===== config.mk =====
export PLATFORM = sky130hd
export DESIGN_NAME = plu_ctrl
export DESIGN_NICKNAME = d
export VERILOG_FILES = /design/src/hdl/plu_pkg.sv /design/src/hdl/plu_ctrl.sv
export SDC_FILE = /design/constraint.sdc
export NUM_CORES = 1
export LEC_CHECK = 0
export BUFFER_PORTS_ARGS = -buffer_cell sky130_fd_sc_hd__clkbuf_2
export CORE_ASPECT_RATIO = 2
export CORE_UTILIZATION = 60
export DETAILED_ROUTE_END_ITERATION = 8
export PLACE_DENSITY_LB_ADDON = 0.15
export SLEW_MARGIN = 20
export SYNTH_ARGS = -nofsm -noshare
export SYNTH_HDL_FRONTEND = slang
export SYNTH_SLANG_ARGS = --single-unit

===== constraint.sdc =====
create_clock -name clk -period 7.7 [get_ports clk]
set_clock_uncertainty 0.05 [all_clocks]
set_input_delay 1.54 -clock clk [delete_from_list [all_inputs] [get_ports clk]]
set_output_delay 1.54 -clock clk [all_outputs]
set_load 0.01 [all_outputs]

===== src/hdl/plu_pkg.sv =====
// ----------------------------------------------------------------------------
// plu_pkg
// Shared constants, types and helper functions of the pivoted LU solver.
// ----------------------------------------------------------------------------
`default_nettype none

package plu_pkg;

	localparam int MAX_ORDER  = 16;
	localparam int DATA_WIDTH = 32;
	localparam int FRAC_BITS  = 16;
	localparam int IDX_W      = $clog2(MAX_ORDER);
	localparam int ORD_W      = IDX_W + 1;
	localparam int ADDR_W     = 2 * IDX_W;
	localparam int CNT_W      = ADDR_W + 1;
	localparam int NSQ_W      = 2 * ORD_W;
	localparam int PROD_W     = 2 * DATA_WIDTH;
	localparam int MQ_W       = PROD_W - FRAC_BITS + 1;
	localparam int UPD_W      = MQ_W + 1;
	localparam int ACC_W      = MQ_W + IDX_W + 3;
	localparam int SIZE_W     = 5;

	localparam logic [SIZE_W-1:0] SIZE_RESET = SIZE_W'(MAX_ORDER);
	localparam logic [2:0]        REG_SIZE_ADDR = 3'd0;

	typedef enum logic [4:0] {
		ST_IDLE,
		ST_LDIV,
		ST_F_INIT,
		ST_F_COL,
		ST_F_BI,
		ST_F_SRCH,
		ST_F_SCMP,
		ST_F_SWAP,
		ST_F_RP,
		ST_F_PIV,
		ST_F_ROW,
		ST_F_DIV,
		ST_F_DWT,
		ST_E_K,
		ST_E_B,
		ST_E_C,
		ST_E_RND,
		ST_E_WR,
		ST_FWD_I,
		ST_FWD_J,
		ST_FWD_A,
		ST_FWD_M,
		ST_FWD_R,
		ST_FWD_S,
		ST_BK_I,
		ST_BK_A,
		ST_BK_J,
		ST_BK_LA,
		ST_BK_M,
		ST_BK_R,
		ST_BK_S,
		ST_BK_D
	} ctl_state_t;

	// XS_BK_DW, XS_EMIT and XS_OUT live in a second enum, ctl_xstate_t.
	typedef enum logic [1:0] {
		XS_NONE,
		XS_BK_DW,
		XS_EMIT,
		XS_OUT
	} ctl_xstate_t;

	typedef enum logic [4:0] {
		LD_NONE,
		LD_RHS,
		LD_RO_INIT,
		LD_BEST_INIT,
		LD_BEST_CMP,
		LD_SWAP,
		LD_PIV,
		LD_A_RD,
		LD_B,
		LD_C,
		LD_ALPHA,
		LD_ACC_RHS,
		LD_ACC_WV,
		LD_ACC_SUB,
		LD_WV_SAT,
		LD_WV_DIV,
		LD_WV_ZERO,
		LD_OUT
	} dp_ld_t;

	typedef enum logic [1:0] {
		WS_IN,
		WS_UPD,
		WS_ALPHA
	} dp_wsel_t;

	typedef struct packed {
		logic             ram_rd;
		logic             ram_wr;
		logic             phys;
		logic [IDX_W-1:0] pos;
		logic [IDX_W-1:0] col;
		dp_wsel_t         wsel;
		dp_ld_t           ld;
		logic             cap_in;
		logic             mul;
		logic             rnd;
		logic             div_start;
		logic             div_solve;
	} dp_cmd_t;

	typedef struct packed {
		logic rd_zero;
		logic better;
		logic div_busy;
	} dp_stat_t;

	function automatic logic [DATA_WIDTH-1:0] mag(input logic signed [DATA_WIDTH-1:0] v);
		logic [DATA_WIDTH-1:0] r;
		r = v[DATA_WIDTH-1] ? DATA_WIDTH'(-v) : DATA_WIDTH'(v);
		return r;
	endfunction

	function automatic logic signed [DATA_WIDTH-1:0] sat_acc(input logic signed [ACC_W-1:0] v);
		logic signed [DATA_WIDTH-1:0] r;
		if ((&v[ACC_W-1:DATA_WIDTH-1]) || !(|v[ACC_W-1:DATA_WIDTH-1])) begin
			r = v[DATA_WIDTH-1:0];
		end else begin
			r = {v[ACC_W-1], {(DATA_WIDTH-1){~v[ACC_W-1]}}};
		end
		return r;
	endfunction

	function automatic logic signed [DATA_WIDTH-1:0] sat_upd(input logic signed [UPD_W-1:0] v);
		logic signed [DATA_WIDTH-1:0] r;
		if ((&v[UPD_W-1:DATA_WIDTH-1]) || !(|v[UPD_W-1:DATA_WIDTH-1])) begin
			r = v[DATA_WIDTH-1:0];
		end else begin
			r = {v[UPD_W-1], {(DATA_WIDTH-1){~v[UPD_W-1]}}};
		end
		return r;
	endfunction

endpackage

`default_nettype wire


===== src/hdl/plu_ctrl.sv =====
// ----------------------------------------------------------------------------
// plu_ctrl
// Controller: sequences loading, factoring, substitution and result output
// through requests to the datapath.
// ----------------------------------------------------------------------------
`default_nettype none

module plu_ctrl (
	input  wire logic                     clk,
	input  wire logic                     arst_n,
	input  wire logic [plu_pkg::ORD_W-1:0] n,
	input  wire logic                     s_tvalid,
	input  wire logic                     s_tuser,
	input  wire logic                     s_tlast,
	output logic                          s_tready,
	output logic                          m_tvalid,
	output logic                          m_tlast,
	input  wire logic                     m_tready,
	output plu_pkg::dp_cmd_t              cmd,
	input  wire plu_pkg::dp_stat_t        stat
);
	import plu_pkg::*;

	ctl_state_t          state_q, state_d;
	ctl_xstate_t         xs_q, xs_d;
	logic [ORD_W-1:0]    i_q, i_d, j_q, j_d, k_q, k_d;
	logic [CNT_W-1:0]    cnt_q, cnt_d, rem_q, rem_d;
	logic [IDX_W-1:0]    row_q, row_d;
	logic                last_q, last_d;
	logic [NSQ_W-1:0]    nsq;

	assign nsq = n * n;

	always_ff @(posedge clk or negedge arst_n) begin
		if (!arst_n) begin
			state_q <= ST_IDLE;
			xs_q    <= XS_NONE;
			i_q     <= '0;
			j_q     <= '0;
			k_q     <= '0;
			cnt_q   <= '0;
			rem_q   <= '0;
			row_q   <= '0;
			last_q  <= 1'b0;
		end else begin
			state_q <= state_d;
			xs_q    <= xs_d;
			i_q     <= i_d;
			j_q     <= j_d;
			k_q     <= k_d;
			cnt_q   <= cnt_d;
			rem_q   <= rem_d;
			row_q   <= row_d;
			last_q  <= last_d;
		end
	end

	always_comb begin
		state_d  = state_q;
		xs_d     = xs_q;
		i_d      = i_q;
		j_d      = j_q;
		k_d      = k_q;
		cnt_d    = cnt_q;
		rem_d    = rem_q;
		row_d    = row_q;
		last_d   = last_q;
		cmd      = '0;
		s_tready = 1'b0;
		m_tvalid = 1'b0;
		m_tlast  = 1'b0;

		unique case (xs_q)
			XS_BK_DW: begin
				cmd.pos = i_q[IDX_W-1:0];
				if (!stat.div_busy) begin
					cmd.ld = LD_WV_DIV;
					xs_d   = XS_NONE;
					state_d = ST_BK_I;
				end
			end
			XS_EMIT: begin
				cmd.ld  = LD_OUT;
				cmd.pos = i_q[IDX_W-1:0];
				xs_d    = XS_OUT;
			end
			XS_OUT: begin
				m_tvalid = 1'b1;
				m_tlast  = (i_q == n - 1'b1);
				if (m_tready) begin
					if (i_q == n - 1'b1) begin
						xs_d    = XS_NONE;
						state_d = ST_IDLE;
					end else begin
						i_d  = i_q + 1'b1;
						xs_d = XS_EMIT;
					end
				end
			end
			default: begin
				unique case (state_q)
					ST_IDLE: begin
						s_tready = 1'b1;
						if (s_tvalid) begin
							if (!s_tuser) begin
								cmd.cap_in = 1'b1;
								last_d     = s_tlast;
								if (NSQ_W'(cnt_q) < nsq) begin
									rem_d   = cnt_q;
									row_d   = '0;
									state_d = ST_LDIV;
								end else if (s_tlast) begin
									cnt_d   = '0;
									state_d = ST_F_INIT;
								end
							end else begin
								if (cnt_q < CNT_W'(n)) begin
									cmd.ld  = LD_RHS;
									cmd.pos = cnt_q[IDX_W-1:0];
									cnt_d   = cnt_q + 1'b1;
								end
								if (s_tlast) begin
									cnt_d   = '0;
									i_d     = '0;
									state_d = ST_FWD_I;
								end
							end
						end
					end
					// Row and column of the load count by repeated subtraction of n.
					ST_LDIV: begin
						if (rem_q >= CNT_W'(n)) begin
							rem_d = rem_q - CNT_W'(n);
							row_d = row_q + 1'b1;
						end else begin
							cmd.ram_wr = 1'b1;
							cmd.phys   = 1'b1;
							cmd.pos    = row_q;
							cmd.col    = rem_q[IDX_W-1:0];
							cmd.wsel   = WS_IN;
							cnt_d      = cnt_q + 1'b1;
							if (last_q) begin
								cnt_d   = '0;
								state_d = ST_F_INIT;
							end else begin
								state_d = ST_IDLE;
							end
						end
					end
					ST_F_INIT: begin
						cmd.ld  = LD_RO_INIT;
						i_d     = '0;
						state_d = ST_F_COL;
					end
					ST_F_COL: begin
						if (i_q == n) begin
							state_d = ST_IDLE;
						end else begin
							cmd.ram_rd = 1'b1;
							cmd.pos    = i_q[IDX_W-1:0];
							cmd.col    = i_q[IDX_W-1:0];
							state_d    = ST_F_BI;
						end
					end
					ST_F_BI: begin
						cmd.ld  = LD_BEST_INIT;
						cmd.pos = i_q[IDX_W-1:0];
						j_d     = i_q + 1'b1;
						state_d = ST_F_SRCH;
					end
					ST_F_SRCH: begin
						if (j_q == n) begin
							state_d = ST_F_SWAP;
						end else begin
							cmd.ram_rd = 1'b1;
							cmd.pos    = j_q[IDX_W-1:0];
							cmd.col    = i_q[IDX_W-1:0];
							state_d    = ST_F_SCMP;
						end
					end
					ST_F_SCMP: begin
						cmd.ld  = LD_BEST_CMP;
						cmd.pos = j_q[IDX_W-1:0];
						j_d     = j_q + 1'b1;
						state_d = ST_F_SRCH;
					end
					ST_F_SWAP: begin
						cmd.ld  = LD_SWAP;
						cmd.pos = i_q[IDX_W-1:0];
						state_d = ST_F_RP;
					end
					ST_F_RP: begin
						cmd.ram_rd = 1'b1;
						cmd.pos    = i_q[IDX_W-1:0];
						cmd.col    = i_q[IDX_W-1:0];
						state_d    = ST_F_PIV;
					end
					ST_F_PIV: begin
						cmd.ld = LD_PIV;
						if (stat.rd_zero) begin
							i_d     = i_q + 1'b1;
							state_d = ST_F_COL;
						end else begin
							j_d     = i_q + 1'b1;
							state_d = ST_F_ROW;
						end
					end
					ST_F_ROW: begin
						if (j_q == n) begin
							i_d     = i_q + 1'b1;
							state_d = ST_F_COL;
						end else begin
							cmd.ram_rd = 1'b1;
							cmd.pos    = j_q[IDX_W-1:0];
							cmd.col    = i_q[IDX_W-1:0];
							state_d    = ST_F_DIV;
						end
					end
					ST_F_DIV: begin
						cmd.div_start = 1'b1;
						state_d       = ST_F_DWT;
					end
					ST_F_DWT: begin
						if (!stat.div_busy) begin
							cmd.ld  = LD_ALPHA;
							k_d     = i_q + 1'b1;
							state_d = ST_E_K;
						end
					end
					ST_E_K: begin
						if (k_q == n) begin
							cmd.ram_wr = 1'b1;
							cmd.pos    = j_q[IDX_W-1:0];
							cmd.col    = i_q[IDX_W-1:0];
							cmd.wsel   = WS_ALPHA;
							j_d        = j_q + 1'b1;
							state_d    = ST_F_ROW;
						end else begin
							cmd.ram_rd = 1'b1;
							cmd.pos    = i_q[IDX_W-1:0];
							cmd.col    = k_q[IDX_W-1:0];
							state_d    = ST_E_B;
						end
					end
					ST_E_B: begin
						cmd.ld     = LD_B;
						cmd.ram_rd = 1'b1;
						cmd.pos    = j_q[IDX_W-1:0];
						cmd.col    = k_q[IDX_W-1:0];
						state_d    = ST_E_C;
					end
					ST_E_C: begin
						cmd.ld  = LD_C;
						cmd.mul = 1'b1;
						state_d = ST_E_RND;
					end
					ST_E_RND: begin
						cmd.rnd = 1'b1;
						state_d = ST_E_WR;
					end
					ST_E_WR: begin
						cmd.ram_wr = 1'b1;
						cmd.pos    = j_q[IDX_W-1:0];
						cmd.col    = k_q[IDX_W-1:0];
						cmd.wsel   = WS_UPD;
						k_d        = k_q + 1'b1;
						state_d    = ST_E_K;
					end
					ST_FWD_I: begin
						if (i_q == n) begin
							state_d = ST_BK_I;
						end else begin
							cmd.ld  = LD_ACC_RHS;
							cmd.pos = i_q[IDX_W-1:0];
							j_d     = '0;
							state_d = ST_FWD_J;
						end
					end
					ST_FWD_J: begin
						if (j_q == i_q) begin
							cmd.ld  = LD_WV_SAT;
							cmd.pos = i_q[IDX_W-1:0];
							i_d     = i_q + 1'b1;
							state_d = ST_FWD_I;
						end else begin
							cmd.ram_rd = 1'b1;
							cmd.pos    = i_q[IDX_W-1:0];
							cmd.col    = j_q[IDX_W-1:0];
							state_d    = ST_FWD_A;
						end
					end
					ST_FWD_A: begin
						cmd.ld  = LD_A_RD;
						cmd.col = j_q[IDX_W-1:0];
						state_d = ST_FWD_M;
					end
					ST_FWD_M: begin
						cmd.mul = 1'b1;
						state_d = ST_FWD_R;
					end
					ST_FWD_R: begin
						cmd.rnd = 1'b1;
						state_d = ST_FWD_S;
					end
					ST_FWD_S: begin
						cmd.ld  = LD_ACC_SUB;
						j_d     = j_q + 1'b1;
						state_d = ST_FWD_J;
					end
					ST_BK_I: begin
						if (i_q == '0) begin
							xs_d = XS_EMIT;
						end else begin
							i_d     = i_q - 1'b1;
							state_d = ST_BK_A;
						end
					end
					ST_BK_A: begin
						cmd.ld  = LD_ACC_WV;
						cmd.pos = i_q[IDX_W-1:0];
						j_d     = i_q + 1'b1;
						state_d = ST_BK_J;
					end
					ST_BK_J: begin
						cmd.ram_rd = 1'b1;
						cmd.pos    = i_q[IDX_W-1:0];
						if (j_q == n) begin
							cmd.col = i_q[IDX_W-1:0];
							state_d = ST_BK_D;
						end else begin
							cmd.col = j_q[IDX_W-1:0];
							state_d = ST_BK_LA;
						end
					end
					ST_BK_LA: begin
						cmd.ld  = LD_A_RD;
						cmd.col = j_q[IDX_W-1:0];
						state_d = ST_BK_M;
					end
					ST_BK_M: begin
						cmd.mul = 1'b1;
						state_d = ST_BK_R;
					end
					ST_BK_R: begin
						cmd.rnd = 1'b1;
						state_d = ST_BK_S;
					end
					ST_BK_S: begin
						cmd.ld  = LD_ACC_SUB;
						j_d     = j_q + 1'b1;
						state_d = ST_BK_J;
					end
					ST_BK_D: begin
						cmd.pos = i_q[IDX_W-1:0];
						if (stat.rd_zero) begin
							cmd.ld  = LD_WV_ZERO;
							state_d = ST_BK_I;
						end else begin
							cmd.div_start = 1'b1;
							cmd.div_solve = 1'b1;
							xs_d          = XS_BK_DW;
						end
					end
					default: begin
						state_d = ST_IDLE;
					end
				endcase
			end
		endcase

		// The solve divider takes its operands from the request of the start cycle only.
		if (xs_q == XS_BK_DW) begin
			cmd.div_solve = 1'b1;
		end
	end

endmodule

`default_nettype wire


==> run metrics <==
share of cells above drive strength 1 0.114; per-cell routed wire length 21.3 um; antenna cells 0; WS Path Type input port to flip-flop; TritonCTS clock tree built; Detailed Route Iter0 Violations 772; largest net degree at the start of global routing 50; total die area 0.00978 mm2; Setup Fix Bufs, Post-CTS 0; hold slack 0.492 ns; CP startpoint kind input port; Crit. End Element flip-flop; Lkg Pwr 2.47 nW; post-CTS sizing 0; H-tree depth 2; Mean Syn Cell Area 7.36 um2; switching part of the total 0.546; slew margin rel. 0.310; vias in the first global route 5984; most frequent cells in the layout nand2_1, nor2_1, a21oi_1; Max Buffers Root-to-Sink 2; final hold vios 0; I/O Buffers 38; Pwr Density 381 mW/mm2; Min-Delay Path Class flip-flop to flip-flop; placed inst area 0.00574 mm2; Setup WS pre-CTS 0.582 ns; Layout area overhead 4.90%; worst path cell trace clkbuf_2, inv_1, fa_1, fa_1, inv_1, ha_1, a31o_2, ha_1, o21ai_0, a22oi_1, xnor2_1, ha_1, a211oi_1, o211ai_1, a31oi_1, o31ai_1, a21oi_1, buf_4, nor2_1, a31oi_1; TNS Setup 0 ns; # rows 49; largest family of logic cells by synthesized area compound AO/OA/AOI/OAI gates; critical path required time 7.87 ns; Residual DRC 0; Post-Synth XOR/XNOR Area 0.0577; Post-Synth Adder-Cell Area 0.0998; total track usage 0.383; vias per cell 7.07; crit share post-route 0.897; number of buffers and inverters on the critical path 4; worst slew pin tran 1.03 ns; unrepaired setup endpoints after global routing no; status complete, no violations; cts hold-fix bufs 0; multiplexer area fraction after synthesis 0.0171; CTS Sinks 45; distinct cell type count after synthesis 83; nets 822; initial antenna violation count 0; wirelength, routed 18.5 mm; crit path max fanout 12; Inserted Clock Buffers 5; max-capacitance violation count 0; most used cell, CP ha_1; Post-DRT Antenna Nets 0; Primary FF master, synth dfrtp_1; Synth Instances 763; Yosys Warn Count 0; min setup slack post-route 0.792 ns; Die H 139 um; wire length of the first global-routing pass 29.6 mm; CP arrival 7.08 ns; Yosys reg bits 45; Finished Cell Area 0.00589 mm2; clock root cell clkbuf_16; clock latency on the worst-skew pair 0.30 ns; Post-Synthesis Cell Area 0.00562 mm2; Comb power frac 0.677; I/O pin total 40; Int Power 1.02 mW; Reg power frac 0.218; Core ar. 0.00901 mm2; Final HPWL DP 13.9 mm; Post-Synth Simple-Gate Area 0.255; Clk pwr share 0.104; GPL Wtd Cong 1.07; ys async rst share 1.00; routed vias 6135; fin crit period 6.91 ns; Seq/Total Area, Yosys 0.200; critical path's largest stage delay 0.67 ns; Slowest-stage cell, CP a21oi_1; total grt overflow 0; fraction of the mapped netlist area in compound gates 0.297; most common cell after layout, fill and taps aside nand2_1; # setup viols final 0; Crit path max-delay family compound AO/OA/AOI/OAI gates; drt first pass iters 8; Post-synth EDFFs 0; fmax 145 MHz; Die Width 70.4 um; Sw Pwr 1.23 mW; syn nets 820; fin. max-slew vios 0; Starting Density 0.623; Max VDD drop 0.273 mV; Clock transition at path regs 0.08 ns
==> power by group through the flow <==
stage	sequential [mW]	combinational, mW	clock [mW]
global route	0.499	1.65	0.250
CTS	0.482	1.48	0.238
global placement	0.479	1.44	0
detailed placement	0.487	1.47	0
floorplan	0.394	1.21	0
finish	0.490	1.52	0.235
==> cell families (layout without fill, tap and decap cells) <==
group,count (synthesis),in the layout
AO/OA/AOI/OAI,242,242
XOR/XNOR,37,37
adder cells (fa/ha/maj),43,43
buffers and inverters,90,93
flip-flops,45,45
multiplexers,9,9
AND/OR/NAND/NOR,297,297
==> layout make-up <==
class / count / area [um2]
clock buffer: 5 / 125
clock inverter: 3 / 28.8
fill: 848 / 3120
inverter: 37 / 139
multi-input combinational: 628 / 4080
sequential: 45 / 1130
tap: 102 / 128
timing repair buffer: 48 / 265
==> cells in the mapped netlist (7+ instances only) <==
library cell  instances  area, um2
ha_1                 40        500
nor2b_1              13       81.3
and3_1                7       43.8
xnor2_1              24        210
buf_2                 9       45.0
xor2_1               13        114
nor2_1               76        285
nor3_1               29        145
inv_1                35        131
o31ai_1              14        105
o21ai_0              49        245
a22oi_1              14        105
nand2_1              89        334
a21oi_1              53        265
a31oi_1              17        106
nand2b_1             14       87.6
clkbuf_1             29        109
o211ai_1              7       52.6
o22ai_1              13       81.3
nand3_1              30        150
dfrtp_1              45       1130
==> tightest hold or removal path: stages, from the launching register on <==
cell,delay [ns]
dfrtp_1,0.37
mux2i_1,0.08
nand2_1,0.06
==> flip-flops by register name (all words and copies together) (netlist names), 2 cells and up <==
name / count
i_q: 5
k_q: 5
row_q: 4
j_q: 5
rem_q: 9
xs_q: 2
cnt_q: 9
state_q: 5
==> per-layer routing <==
layer  global-route usage  vias up  wire, um
met1                0.407     2822      6420
met5                    0        -         0
met2                0.675      385      9420
li1                     -     2803         -
met4                0.275        0      1430
met3               0.0516      125      1260
==> final timing paths <==
kind	startpoint	endpoint	slack (ns)	depth (start not counted)
min in group asynchronous	arst_n	j_q[2]	1.28	2
worst min-delay path	rem_q[8]	rem_q[8]	0.49	2
worst max register to register	state_q[3]	cnt_q[4]	4.04	8
worst min register to register	rem_q[8]	rem_q[8]	0.49	2
worst max-delay path	n[2]	rem_q[3]	0.79	20
max in group asynchronous	arst_n	state_q[0]	5.88	2
==> metrics by stage <==
step | util | instances | power, mW
after floorplan | - | 763 | 1.61
after global placement | 0.637 | 860 | 1.92
after detailed placement | 0.637 | 860 | 1.96
after CTS | 0.654 | 868 | 2.20
after global routing | 0.654 | 868 | 2.40
final | 0.654 | 868 | 2.25
No activity file was read; power rests on OpenSTA's default activity.
